[config.mk]
export PLATFORM = sky130hd
export DESIGN_NAME = fibonacci_matrix_power_mod_unit_flat
export DESIGN_NICKNAME = d
export VERILOG_FILES = /design/src/hw/rtl/fmp_pkg.sv /design/src/hw/rtl/fmp_if.sv /design/src/hw/rtl/fibonacci_matrix_power_mod_unit.sv /design/src/hw/rtl/fmp_mulmod.sv /design/src/flat_wrapper.sv
export VERILOG_INCLUDE_DIRS = /design/src /design/src/hw/rtl
export SDC_FILE = /design/constraint.sdc
export NUM_CORES = 1
export LEC_CHECK = 0
export BUFFER_PORTS_ARGS = -buffer_cell sky130_fd_sc_hd__clkbuf_2
export CAP_MARGIN = 20
export CORE_ASPECT_RATIO = 0.8
export CORE_MARGIN = 4
export CORE_UTILIZATION = 35
export DETAILED_ROUTE_END_ITERATION = 16
export GPL_TIMING_DRIVEN = 0
export SETUP_SLACK_MARGIN = 0.15
export SYNTH_ARGS = -nofsm -noshare
export SYNTH_HDL_FRONTEND = slang
export SYNTH_SLANG_ARGS = --single-unit
export TNS_END_PERCENT = 20
[constraint.sdc]
create_clock -name clk -period 12.4 [get_ports clk]
set_clock_uncertainty 0.2 [all_clocks]
set_input_delay 1.24 -clock clk [delete_from_list [all_inputs] [get_ports clk]]
set_output_delay 1.24 -clock clk [all_outputs]
set_load 0.05 [all_outputs]
[src/hw/rtl/assert_macros.svh]
// ----------------------------------------------------------------------------
// assert_macros
// Assertion helpers shared by the rtl.
// ----------------------------------------------------------------------------
`ifndef ASSERT_MACROS_SVH
`define ASSERT_MACROS_SVH

// clocked check, disabled while in reset
`define FMP_ASSERT(lbl, prop, msg) \
    lbl: assert property (@(posedge clk) disable iff (!rst_n) (prop)) else $error(msg);

// clocked implication, disabled while in reset
`define FMP_ASSERT_IMP(lbl, ante, cons, msg) \
    lbl: assert property (@(posedge clk) disable iff (!rst_n) (ante) |-> (cons)) else $error(msg);

`endif

[src/hw/rtl/fmp_pkg.sv]
// ----------------------------------------------------------------------------
// fmp_pkg
// Types and constants shared by the fibonacci matrix power blocks.
// ----------------------------------------------------------------------------
`default_nettype none

package fmp_pkg;

    localparam int unsigned VAL_W     = 31;
    localparam int unsigned STEP_W    = $clog2(VAL_W + 1);
    localparam logic [VAL_W-1:0] MOD_RESET = 31'd1000000007;

    typedef logic [VAL_W-1:0] val_t;

    typedef struct packed {
        val_t e00;
        val_t e01;
        val_t e10;
        val_t e11;
    } mat_t;

    localparam mat_t MAT_IDENT = '{e00: 31'd1, e01: 31'd0, e10: 31'd0, e11: 31'd1};
    localparam mat_t MAT_BASE  = '{e00: 31'd0, e01: 31'd1, e10: 31'd1, e11: 31'd1};

    // request to the modular multiplier: result = (a * b + c) mod m
    typedef struct packed {
        logic start;
        val_t a;
        val_t b;
        val_t c;
        val_t m;
    } mm_req_t;

    typedef struct packed {
        logic done;
        logic busy;
        val_t result;
    } mm_rsp_t;

endpackage

`default_nettype wire

[src/hw/rtl/fmp_if.sv]
// ----------------------------------------------------------------------------
// fmp_if
// Valid/ready channels for the index input and the value output.
// ----------------------------------------------------------------------------
`default_nettype none

interface fmp_idx_if;
    logic          valid;
    logic          ready;
    fmp_pkg::val_t fib_index;

    modport source (output valid, output fib_index, input ready);
    modport sink   (input valid, input fib_index, output ready);
endinterface

interface fmp_val_if;
    logic          valid;
    logic          ready;
    fmp_pkg::val_t fib_value;

    modport source (output valid, output fib_value, input ready);
    modport sink   (input valid, input fib_value, output ready);
endinterface

`default_nettype wire

[src/hw/rtl/fibonacci_matrix_power_mod_unit.sv]
// ----------------------------------------------------------------------------
// fibonacci_matrix_power_mod_unit
// F(n) mod m by powering [[0,1],[1,1]] with square-and-multiply, all entry
// products on one shared bit-serial modular multiply-add unit.
// ----------------------------------------------------------------------------
//  channel   dir   handshake       payload
//  idx_ch    in    valid/ready     fib_index (31 b)
//  val_ch    out   valid/ready     fib_value (31 b)
//  cfg       in    cfg_wr_en       cfg_wr_data -> modulus (31 b)
//
//  each multiply-add runs on the shared unit as start, 31 bit steps, addend
//  step and done, and a matrix product takes 8 of them plus a pass through
//  the step state
//  an item takes up to 2*INDEX_WIDTH-1 matrix products; for index 0 the
//  result leaves through the step state, and for a modulus below 2 the
//  result 0 is offered in the cycle after the input transfer
//  one item at a time: idx_ch.ready is high only when idle, the result is
//  held on val_ch until its transfer
//  asynchronous active-low reset, modulus resets to 1000000007
// ----------------------------------------------------------------------------
`default_nettype none

`include "assert_macros.svh"

module fibonacci_matrix_power_mod_unit #(
    parameter int unsigned INDEX_WIDTH = 31
) (
    input  wire logic          clk,
    input  wire logic          rst_n,
    input  wire logic          cfg_wr_en,
    input  wire fmp_pkg::val_t cfg_wr_data,
    fmp_idx_if.sink            idx_ch,
    fmp_val_if.source          val_ch
);

    typedef enum logic [3:0] {
        S_IDLE = 4'b0001,
        S_STEP = 4'b0010,
        S_MUL  = 4'b0100,
        S_OUT  = 4'b1000
    } state_t;

    state_t                   state_reg, state_next;
    fmp_pkg::val_t            modulus_reg, modulus_next;
    logic [INDEX_WIDTH-1:0]   n_reg, n_next;
    fmp_pkg::mat_t            acc_reg, acc_next;
    fmp_pkg::mat_t            base_reg, base_next;
    fmp_pkg::mat_t            tmp_reg, tmp_next;
    fmp_pkg::val_t            p0_reg, p0_next;
    fmp_pkg::val_t            out_reg, out_next;
    logic                     mul_acc_reg, mul_acc_next;
    logic [1:0]               ent_reg, ent_next;
    logic                     k_reg, k_next;
    logic                     start_reg, start_next;

    fmp_pkg::mm_req_t         mm_req;
    fmp_pkg::mm_rsp_t         mm_rsp;
    fmp_pkg::mat_t            lhs;
    fmp_pkg::val_t            op_a;
    fmp_pkg::val_t            op_b;
    fmp_pkg::mat_t            prod;

    fmp_mulmod u_mulmod (
        .clk   (clk),
        .rst_n (rst_n),
        .req   (mm_req),
        .rsp   (mm_rsp)
    );

    // operand selection for entry (r,c) = ent, inner term k
    always_comb
    begin
        lhs = mul_acc_reg ? acc_reg : base_reg;
        unique case ({ent_reg, k_reg})
            3'b000:  begin op_a = lhs.e00; op_b = base_reg.e00; end
            3'b001:  begin op_a = lhs.e01; op_b = base_reg.e10; end
            3'b010:  begin op_a = lhs.e00; op_b = base_reg.e01; end
            3'b011:  begin op_a = lhs.e01; op_b = base_reg.e11; end
            3'b100:  begin op_a = lhs.e10; op_b = base_reg.e00; end
            3'b101:  begin op_a = lhs.e11; op_b = base_reg.e10; end
            3'b110:  begin op_a = lhs.e10; op_b = base_reg.e01; end
            default: begin op_a = lhs.e11; op_b = base_reg.e11; end
        endcase
    end

    always_comb
    begin
        mm_req.start = start_reg;
        mm_req.a     = op_a;
        mm_req.b     = op_b;
        mm_req.c     = k_reg ? p0_reg : '0;
        mm_req.m     = modulus_reg;
    end

    // completed product, last entry taken straight from the unit
    always_comb
    begin
        prod     = tmp_reg;
        prod.e11 = mm_rsp.result;
    end

    always_comb
    begin
        state_next   = state_reg;
        modulus_next = cfg_wr_en ? cfg_wr_data : modulus_reg;
        n_next       = n_reg;
        acc_next     = acc_reg;
        base_next    = base_reg;
        tmp_next     = tmp_reg;
        p0_next      = p0_reg;
        out_next     = out_reg;
        mul_acc_next = mul_acc_reg;
        ent_next     = ent_reg;
        k_next       = k_reg;
        start_next   = 1'b0;
        unique case (state_reg)
            S_IDLE:
            begin
                if (idx_ch.valid)
                begin
                    n_next    = INDEX_WIDTH'(idx_ch.fib_index);
                    acc_next  = fmp_pkg::MAT_IDENT;
                    base_next = fmp_pkg::MAT_BASE;
                    if (modulus_reg <= fmp_pkg::VAL_W'(1))
                    begin
                        out_next   = '0;
                        state_next = S_OUT;
                    end
                    else
                    begin
                        state_next = S_STEP;
                    end
                end
            end
            S_STEP:
            begin
                if (n_reg == '0)
                begin
                    out_next   = acc_reg.e01;
                    state_next = S_OUT;
                end
                else
                begin
                    mul_acc_next = n_reg[0];
                    ent_next     = 2'd0;
                    k_next       = 1'b0;
                    start_next   = 1'b1;
                    state_next   = S_MUL;
                end
            end
            S_MUL:
            begin
                if (mm_rsp.done)
                begin
                    if (!k_reg)
                    begin
                        p0_next    = mm_rsp.result;
                        k_next     = 1'b1;
                        start_next = 1'b1;
                    end
                    else
                    begin
                        unique case (ent_reg)
                            2'd0:    tmp_next.e00 = mm_rsp.result;
                            2'd1:    tmp_next.e01 = mm_rsp.result;
                            2'd2:    tmp_next.e10 = mm_rsp.result;
                            default: tmp_next.e11 = mm_rsp.result;
                        endcase
                        if (ent_reg == 2'd3)
                        begin
                            if (mul_acc_reg)
                            begin
                                acc_next = prod;
                                n_next   = n_reg - 1'b1;
                            end
                            else
                            begin
                                base_next = prod;
                                n_next    = n_reg >> 1;
                            end
                            state_next = S_STEP;
                        end
                        else
                        begin
                            ent_next   = ent_reg + 2'd1;
                            k_next     = 1'b0;
                            start_next = 1'b1;
                        end
                    end
                end
            end
            S_OUT:
            begin
                if (val_ch.ready)
                begin
                    state_next = S_IDLE;
                end
            end
            default:
            begin
                state_next = S_IDLE;
            end
        endcase
    end

    always_ff @(posedge clk or negedge rst_n)
    begin
        if (!rst_n)
        begin
            state_reg   <= S_IDLE;
            modulus_reg <= fmp_pkg::MOD_RESET;
            start_reg   <= 1'b0;
        end
        else
        begin
            state_reg   <= state_next;
            modulus_reg <= modulus_next;
            start_reg   <= start_next;
        end
    end

    always_ff @(posedge clk)
    begin
        n_reg       <= n_next;
        acc_reg     <= acc_next;
        base_reg    <= base_next;
        tmp_reg     <= tmp_next;
        p0_reg      <= p0_next;
        out_reg     <= out_next;
        mul_acc_reg <= mul_acc_next;
        ent_reg     <= ent_next;
        k_reg       <= k_next;
    end

    assign idx_ch.ready     = (state_reg == S_IDLE);
    assign val_ch.valid     = (state_reg == S_OUT);
    assign val_ch.fib_value = out_reg;

    `FMP_ASSERT(a_one_side, !(idx_ch.ready && val_ch.valid), "input and output open together")
    `FMP_ASSERT_IMP(a_done_in_mul, mm_rsp.done, state_reg == S_MUL, "product done outside run")
    `FMP_ASSERT_IMP(a_start_idle_unit, start_reg, !mm_rsp.busy && state_reg == S_MUL, "start while unit busy")

endmodule

`default_nettype wire

[src/hw/rtl/fmp_mulmod.sv]
// ----------------------------------------------------------------------------
// fmp_mulmod
// Bit-serial interleaved modular multiply-add, one multiplier bit a cycle,
// then a final step that adds the addend.
// ----------------------------------------------------------------------------
`default_nettype none

`include "assert_macros.svh"

module fmp_mulmod (
    input  wire logic            clk,
    input  wire logic            rst_n,
    input  wire fmp_pkg::mm_req_t req,
    output fmp_pkg::mm_rsp_t     rsp
);

    localparam logic [fmp_pkg::STEP_W-1:0] LAST_STEP = fmp_pkg::STEP_W'(fmp_pkg::VAL_W);

    logic                        busy_reg, busy_next;
    logic                        done_reg, done_next;
    logic [fmp_pkg::STEP_W-1:0]  cnt_reg, cnt_next;
    fmp_pkg::val_t               a_reg, a_next;
    fmp_pkg::val_t               b_reg, b_next;
    fmp_pkg::val_t               c_reg, c_next;
    fmp_pkg::val_t               m_reg, m_next;
    fmp_pkg::val_t               r_reg, r_next;

    logic                        last;
    logic [fmp_pkg::VAL_W:0]     m_ext;
    logic [fmp_pkg::VAL_W:0]     dbl;
    logic [fmp_pkg::VAL_W:0]     dbl_red;
    logic [fmp_pkg::VAL_W:0]     base_v;
    logic [fmp_pkg::VAL_W:0]     addend;
    logic [fmp_pkg::VAL_W:0]     sum;
    logic [fmp_pkg::VAL_W:0]     sum_red;

    // r stays below m, so each partial sum stays below 2m
    always_comb
    begin
        last    = (cnt_reg == LAST_STEP);
        m_ext   = {1'b0, m_reg};
        dbl     = {r_reg, 1'b0};
        dbl_red = (dbl >= m_ext) ? dbl - m_ext : dbl;
        base_v  = last ? {1'b0, r_reg} : dbl_red;
        if (last)
        begin
            addend = {1'b0, c_reg};
        end
        else
        begin
            addend = b_reg[fmp_pkg::VAL_W-1] ? {1'b0, a_reg} : '0;
        end
        sum     = base_v + addend;
        sum_red = (sum >= m_ext) ? sum - m_ext : sum;
    end

    always_comb
    begin
        busy_next = busy_reg;
        done_next = 1'b0;
        cnt_next  = cnt_reg;
        a_next    = a_reg;
        b_next    = b_reg;
        c_next    = c_reg;
        m_next    = m_reg;
        r_next    = r_reg;
        if (req.start && !busy_reg)
        begin
            busy_next = 1'b1;
            cnt_next  = '0;
            a_next    = req.a;
            b_next    = req.b;
            c_next    = req.c;
            m_next    = req.m;
            r_next    = '0;
        end
        else if (busy_reg)
        begin
            r_next = sum_red[fmp_pkg::VAL_W-1:0];
            b_next = {b_reg[fmp_pkg::VAL_W-2:0], 1'b0};
            if (last)
            begin
                busy_next = 1'b0;
                done_next = 1'b1;
            end
            else
            begin
                cnt_next = cnt_reg + 1'b1;
            end
        end
    end

    always_ff @(posedge clk or negedge rst_n)
    begin
        if (!rst_n)
        begin
            busy_reg <= 1'b0;
            done_reg <= 1'b0;
            cnt_reg  <= '0;
        end
        else
        begin
            busy_reg <= busy_next;
            done_reg <= done_next;
            cnt_reg  <= cnt_next;
        end
    end

    always_ff @(posedge clk)
    begin
        a_reg <= a_next;
        b_reg <= b_next;
        c_reg <= c_next;
        m_reg <= m_next;
        r_reg <= r_next;
    end

    assign rsp.done   = done_reg;
    assign rsp.busy   = busy_reg;
    assign rsp.result = r_reg;

    `FMP_ASSERT_IMP(a_mm_done_reduced, done_reg, r_reg < m_reg, "mulmod result not reduced")
    `FMP_ASSERT_IMP(a_mm_done_pulse, done_reg, !busy_reg && $past(busy_reg), "done without run")
    `FMP_ASSERT_IMP(a_mm_cnt_range, busy_reg, cnt_reg <= LAST_STEP, "step count overrun")

endmodule

`default_nettype wire

[src/flat_wrapper.sv]
// flat-port wrapper written by rule: the top's interface ports become plain ports
module fibonacci_matrix_power_mod_unit_flat 
#(
    parameter int unsigned INDEX_WIDTH = 31
)
  (clk, rst_n, cfg_wr_en, cfg_wr_data, idx_ch_valid, idx_ch_fib_index, idx_ch_ready, val_ch_valid, val_ch_fib_value, val_ch_ready);
  fmp_idx_if idx_ch_i ();
  fmp_val_if val_ch_i ();
  input  wire logic clk;
  input  wire logic rst_n;
  input  wire logic cfg_wr_en;
  input  wire fmp_pkg::val_t cfg_wr_data;
  input wire logic [$bits(idx_ch_i.valid)-1:0] idx_ch_valid;
  input wire logic [$bits(idx_ch_i.fib_index)-1:0] idx_ch_fib_index;
  output wire logic [$bits(idx_ch_i.ready)-1:0] idx_ch_ready;
  output wire logic [$bits(val_ch_i.valid)-1:0] val_ch_valid;
  output wire logic [$bits(val_ch_i.fib_value)-1:0] val_ch_fib_value;
  input wire logic [$bits(val_ch_i.ready)-1:0] val_ch_ready;
  assign idx_ch_i.valid = idx_ch_valid;
  assign idx_ch_i.fib_index = idx_ch_fib_index;
  assign idx_ch_ready = idx_ch_i.ready;
  assign val_ch_valid = val_ch_i.valid;
  assign val_ch_fib_value = val_ch_i.fib_value;
  assign val_ch_i.ready = val_ch_ready;
  fibonacci_matrix_power_mod_unit #(.INDEX_WIDTH(INDEX_WIDTH)) u_core (.clk(clk), .rst_n(rst_n), .cfg_wr_en(cfg_wr_en), .cfg_wr_data(cfg_wr_data), .idx_ch(idx_ch_i), .val_ch(val_ch_i));
endmodule
==> results.json, run 1 <==
{
  "cts_tree": "built",
  "antenna_found_initial": 4,
  "area_growth_pct": 15.3,
  "grt_pass1_vias": 21700,
  "grt_pass1_wl_um": 137000,
  "final_cell_mix": "edfxtp_1 (562), and2_1 (187), nor2_1 (164)",
  "num_vias": 21800,
  "clkSlewWorstSetupHoldPaths_ns": 0.06,
  "power_density_nw_per_um2": 268,
  "ios": 100,
  "wl_um": 92200,
  "r2r_start": "u_core.u_mulmod.r_reg[1]",
  "drive_gt1_share_pct": 15.6,
  "fillers": 8307,
  "clockRootBuffer": "clkbuf_16",
  "hp-start": "u_core.modulus_reg[12]",
  "worstSkewPairLatency_ns": 0.63,
  "slew_violations": 0,
  "avgRoutedWirePerCell_um": 23.4,
  "yosys_warnings": 0,
  "cpPeakStageDelay_ns": 0.90,
  "crit_arrival_ns": 10.44,
  "fin_area_um2": 36200,
  "final_common_cell": "edfxtp_1",
  "synth_edf_count": 562,
  "avgSynthCellArea_um2": 12.7,
  "drt-pass1-iter-count": 5,
  "clock_sinks": 636,
  "rsz0062_at_grt": "false",
  "ir_drop_mv": 0.245,
  "end_kind": "flop",
  "path_max_fanout": 10,
  "track_usage_pct": 19.1,
  "synth-seq-area-share_pct": 59.2,
  "hold_path.class": "reg -> reg",
  "maxCapViolCount": 0,
  "syn-num-nets": 2647,
  "rr_worst_depth": 33,
  "p_leak_nw": 12.8,
  "timing.fmax_mhz": 98.3,
  "num_antenna_cells": 0,
  "max_slew.worst_pin.slew_ns": 1.24,
  "slowest_stage": "a2111oi_0",
  "die_h_um": 276,
  "post_cts_resized": 0,
  "critPathTopFamily": "compound AO/OA/AOI/OAI gates",
  "h-tree-depth": 3,
  "fin_nets": 2852,
  "netlist_area_um2": 31400,
  "die_w_um": 343,
  "timing.final.crit_period_ns": 10.17,
  "synthCells": 2476,
  "crit_required_ns": 12.67,
  "cts_setup_buffers": 0,
  "async_flop_share_pct": 6.76,
  "hpwl_um": 68000,
  "setup_violations": 0,
  "overflow": 0,
  "worst-r2r-setup-slack_ns": 2.23,
  "synth_flop_cell": "edfxtp_1",
  "cts_hold_buf": 0,
  "placed_area_um2": 34000,
  "core-area_um2": 89300,
  "setup_slack_ns": 2.23,
  "vias_per_cell": 5.55,
  "start_util_pct": 35.2,
  "yosys.cell_types.count": 96,
  "final_antenna_net_count": 0,
  "r2r-end": "u_core.u_mulmod.r_reg[6]",
  "pre_cts_ws_ns": 2.70,
  "final_hold_viol_count": 0,
  "fp-row-count": 98,
  "cts_buffer_depth": 3,
  "crit_path_start_kind": "flop",
  "critPathBufInv": 4,
  "ys_ff_latch": 636,
  "maxSlewHeadroom_pct": 16.8,
  "holdPathEnd": "u_core.u_mulmod.m_reg[12]",
  "grt_start_max_net_pins": 44,
  "critPathKind": "reg -> reg",
  "hold_depth": 0,
  "cts_buffers": 67,
  "dieArea_um2": 94700,
  "io_buffer_count": 99,
  "drcViolationCount": 0,
  "status": "complete, no violations",
  "gp_congestion": 0.974,
  "period_share_pct": 82.0,
  "initialDrtViolationCount": 2763
}
==> synthesized netlist by cell type, types with 32 or more instances <==
master / number / area share (%)
a211oi_1: 34 / 0.81
mux4_2: 59 / 4.2
mux2_2: 78 / 2.8
nor4_1: 38 / 0.76
xnor2_1: 62 / 1.7
and2_1: 187 / 3.7
o21ai_0: 126 / 2.0
a21oi_1: 133 / 2.1
nor3_1: 32 / 0.51
o22ai_1: 33 / 0.66
xor2_1: 34 / 0.95
inv_1: 81 / 0.97
nor2_1: 165 / 2.0
a21o_1: 39 / 0.93
ha_1: 101 / 4.0
nand2_1: 135 / 1.6
edfxtp_1: 562 / 54
clkbuf_1: 89 / 1.1
==> power by group <==
part	leakage [nW]	internal, mW	switching, mW	total, mW
clock network	1.01	1.10	0.860	1.96
logic	5.80	2.01	3.01	5.02
registers	5.96	2.52	0.224	2.74
total	12.8	5.63	4.10	9.72
==> worst max-delay path by stage <==
stage                                   from                        end  slack (ns)  cells past startpoint
finish              u_core.u_mulmod.r_reg[1]   u_core.u_mulmod.r_reg[6]        2.23                     33
global route        u_core.u_mulmod.r_reg[9]  u_core.u_mulmod.r_reg[28]        1.79                     33
CTS                 u_core.u_mulmod.r_reg[1]   u_core.u_mulmod.r_reg[6]        2.67                     33
detailed placement  u_core.u_mulmod.r_reg[1]   u_core.u_mulmod.r_reg[6]        2.70                     33
global placement                u_core.k_reg         u_core.acc_reg[71]       -6.30                      7
floorplan                u_core.state_reg[0]          u_core.acc_reg[0]       -0.66                      3
==> per-layer routing <==
layer | GRT usage, % | wire, um | vias up
met4 | 4.87 | 2310 | 0
met5 | 0 | 0 | -
met3 | 4.29 | 8540 | 144
met1 | 28.0 | 41400 | 10800
li1 | - | - | 9854
met2 | 28.7 | 40000 | 1064
==> area by class of cell <==
cell class              instances  area [um2]  share of cell area (%)
multi-input cells            1634       12100                    33.4
repair buffers                136        1130                    3.11
flip-flops and latches        636       18600                    51.3
well taps                    1200        1500                    4.14
clock buffers                  92        1800                    4.97
clock inverters                31         307                   0.846
inverters                      84         317                   0.874
plain buffers                 122         483                    1.33
==> worst register-to-register path: cells and delay by family (launching register included) <==
| kind | cells | cell delay (ns) |
|---|---|---|
| XOR/XNOR | 1 | 0.37 |
| adder cells (fa/ha/maj) | 3 | 1.23 |
| buffers and inverters | 4 | 0.75 |
| AND/OR/NAND/NOR | 7 | 1.59 |
| flip-flops | 1 | 0.73 |
| multiplexers | 1 | 0.18 |
| AO/OA/AOI/OAI | 17 | 5.00 |
==> metrics by stage <==
stage	hold slack (ns)	utilization, %	power [mW]	setup TNS [ns]	std cells
3_5_place_dp	0.261	38.1	7.62	0	3804
2_1_floorplan	0.243	-	6.32	-162.56	2476
6_report	0.276	40.6	9.72	0	3935
5_1_grt	0.303	40.6	10.3	0	3935
4_1_cts	0.276	40.5	9.60	0	3927
3_3_place_gp	0.261	37.5	7.48	-1497.92	3775
==> cell families after synthesis <==
group / Yosys count / share of synthesized area [%]
DFF: 636 / 59.2
AOI/OAI and AO/OA: 571 / 12.1
buffers and inverters: 206 / 2.54
and+or+nand+nor: 701 / 11.5
adders and majority gates: 104 / 4.21
muxes: 162 / 7.82
xor gates and xnor gates: 96 / 2.67
No activity file was read; power rests on OpenSTA's default activity.
==> run 2, diff against run 1 <==
==> constraint.sdc (replaced) <==
create_clock -name clk -period 9.85 [get_ports clk]
set_clock_uncertainty 0.2 [all_clocks]
set_input_delay 0.985 -clock clk [delete_from_list [all_inputs] [get_ports clk]]
set_output_delay 0.985 -clock clk [all_outputs]
set_load 0.05 [all_outputs]
==> run 2 against run 1 <==
Against the previous run:
- via count increased by 0.21%
- fmax increased by 9.8%
- non-clock buffer count unchanged
- sequential power increased by 26%
- die area unchanged
- final cell count unchanged
- critical path depth unchanged
- first-iteration DRC count increased by 1.4%
- critical path type unchanged
- largest cell class unchanged
==> results.json, run 2 (synthesized netlist as in run 1, its figures left out) <==
{
  "vias_per_cell": 5.56,
  "dieArea_um2": 94700,
  "num_antenna_cells": 0,
  "setup_tns_ns": 0,
  "timing.final.crit_period_ns": 9.27,
  "grt_pass1_wl_um": 137000,
  "critPathKind": "reg -> reg",
  "die_w_um": 343,
  "area_growth_pct": 15.4,
  "power_density_nw_per_um2": 338,
  "post_cts_resized": 1,
  "fin_area_um2": 36300,
  "io_buffer_count": 99,
  "track_usage_pct": 19.1,
  "clockRootBuffer": "clkbuf_16",
  "cts_buffers": 67,
  "worstSkewPairLatency_ns": 0.63,
  "final_common_cell": "edfxtp_1",
  "final_hold_viol_count": 0,
  "slowest_stage": "a2111oi_2",
  "grt_start_max_net_pins": 44,
  "critPathTopFamily": "compound AO/OA/AOI/OAI gates",
  "num_vias": 21900,
  "overflow": 0,
  "avgRoutedWirePerCell_um": 23.4,
  "period_share_pct": 94.1,
  "maxCapViolCount": 0,
  "total_power_mw": 12.3,
  "antenna_found_initial": 4,
  "crit_required_ns": 10.16,
  "final_cell_mix": "edfxtp_1 (562), and2_1 (187), nor2_1 (164)",
  "h-tree-depth": 3,
  "max_slew.worst_pin.slew_ns": 1.30,
  "r2r_start": "u_core.u_mulmod.m_reg[0]",
  "worst-r2r-setup-slack_ns": 0.58,
  "placed_area_um2": 34000,
  "clkSlewWorstSetupHoldPaths_ns": 0.06,
  "timing.fmax_mhz": 108,
  "cts_tree": "built",
  "cpPeakStageDelay_ns": 0.55,
  "cts_hold_buf": 0,
  "path_max_fanout": 10,
  "initialDrtViolationCount": 2802,
  "hpwl_um": 68000,
  "drcViolationCount": 0,
  "rr_worst_depth": 33,
  "start_util_pct": 35.2,
  "critPathBufInv": 4,
  "grt_pass1_vias": 21700,
  "rsz0062_at_grt": "false",
  "slew_violations": 0,
  "core-area_um2": 89300,
  "status": "complete, no violations",
  "r2r-end": "u_core.u_mulmod.r_reg[18]",
  "ios": 100,
  "hold_path.class": "in -> async",
  "end_kind": "flop",
  "setup_violations": 0,
  "p_leak_nw": 12.8,
  "fp-row-count": 98,
  "wl_um": 92100,
  "drive_gt1_share_pct": 16.0,
  "die_h_um": 276,
  "fin_nets": 2852,
  "cts_setup_buffers": 0,
  "crit_arrival_ns": 9.57,
  "cts_buffer_depth": 3,
  "crit_path_start_kind": "flop",
  "gp_congestion": 0.974,
  "clock_sinks": 636,
  "maxSlewHeadroom_pct": 12.2,
  "ir_drop_mv": 0.310,
  "drt-pass1-iter-count": 6,
  "final_antenna_net_count": 0
}
run 2: cell types whose count changed in the layout (fill, tap and decap cells not counted), moves of 2 or more:
cell,before,now
a2111oi_0,5,3
a2111oi_2,1,3
a311oi_1,3,1
a311oi_2,0,2
dfxtp_1,31,29
dfxtp_2,0,2
run 2: where the power goes:
part / total [mW] / internal, mW / switching (mW)
sequential: 3.45 / 3.17 / 0.281
combinational: 6.35 / 2.54 / 3.81
clock: 2.46 / 1.38 / 1.08
total: 12.3 / 7.09 / 5.17
run 2: metrics by stage:
step	hold WS, ns	setup slack, ns	cells	util, %
global route	0.0933	0.184	3935	40.6
global placement	0.261	-8.85	3775	37.5
finish	0.105	0.585	3935	40.6
detailed placement	0.261	0.148	3804	38.1
floorplan	0.243	-3.21	2476	-
CTS	0.276	0.224	3927	40.5
run 2: worst register-to-register path: cells and delay by family (launching register included):
family	cells	cell delay [ns]
and+or+nand+nor	6	1.05
adders and majority gates	3	1.18
DFF	1	0.42
xor gates and xnor gates	1	0.43
AOI/OAI and AO/OA	19	4.85
buffers and inverters	4	1.04
run 2: cell type report:
type / instances / area, um2
Sequential cell: 636 / 18600
Timing Repair Buffer: 136 / 1130
Fill cell: 8300 / 53000
Buffer: 122 / 484
Clock inverter: 31 / 307
Clock buffer: 92 / 1800
Inverter: 84 / 317
Multi-Input combinational cell: 1634 / 12100
Tap cell: 1200 / 1500
run 2: how the worst max path moves through the flow:
stage,from,end,slack (ns),depth (start not counted)
floorplan,u_core.state_reg[0],u_core.acc_reg[0],-3.21,3
global placement,u_core.k_reg,u_core.acc_reg[71],-8.85,7
detailed placement,u_core.u_mulmod.r_reg[1],u_core.u_mulmod.r_reg[6],0.15,33
CTS,u_core.u_mulmod.r_reg[1],u_core.u_mulmod.r_reg[18],0.22,33
global route,u_core.u_mulmod.m_reg[0],u_core.u_mulmod.r_reg[18],0.18,33
finish,u_core.u_mulmod.m_reg[0],u_core.u_mulmod.r_reg[18],0.58,33
run 2: routing by layer:
layer  wire (um)  track usage (%)  up-vias
met3        8620             4.27      156
met5           0                0        -
met2       39800             28.6     1073
met1       41200             28.0    10800
li1            -                -     9863
met4        2450             5.02        0
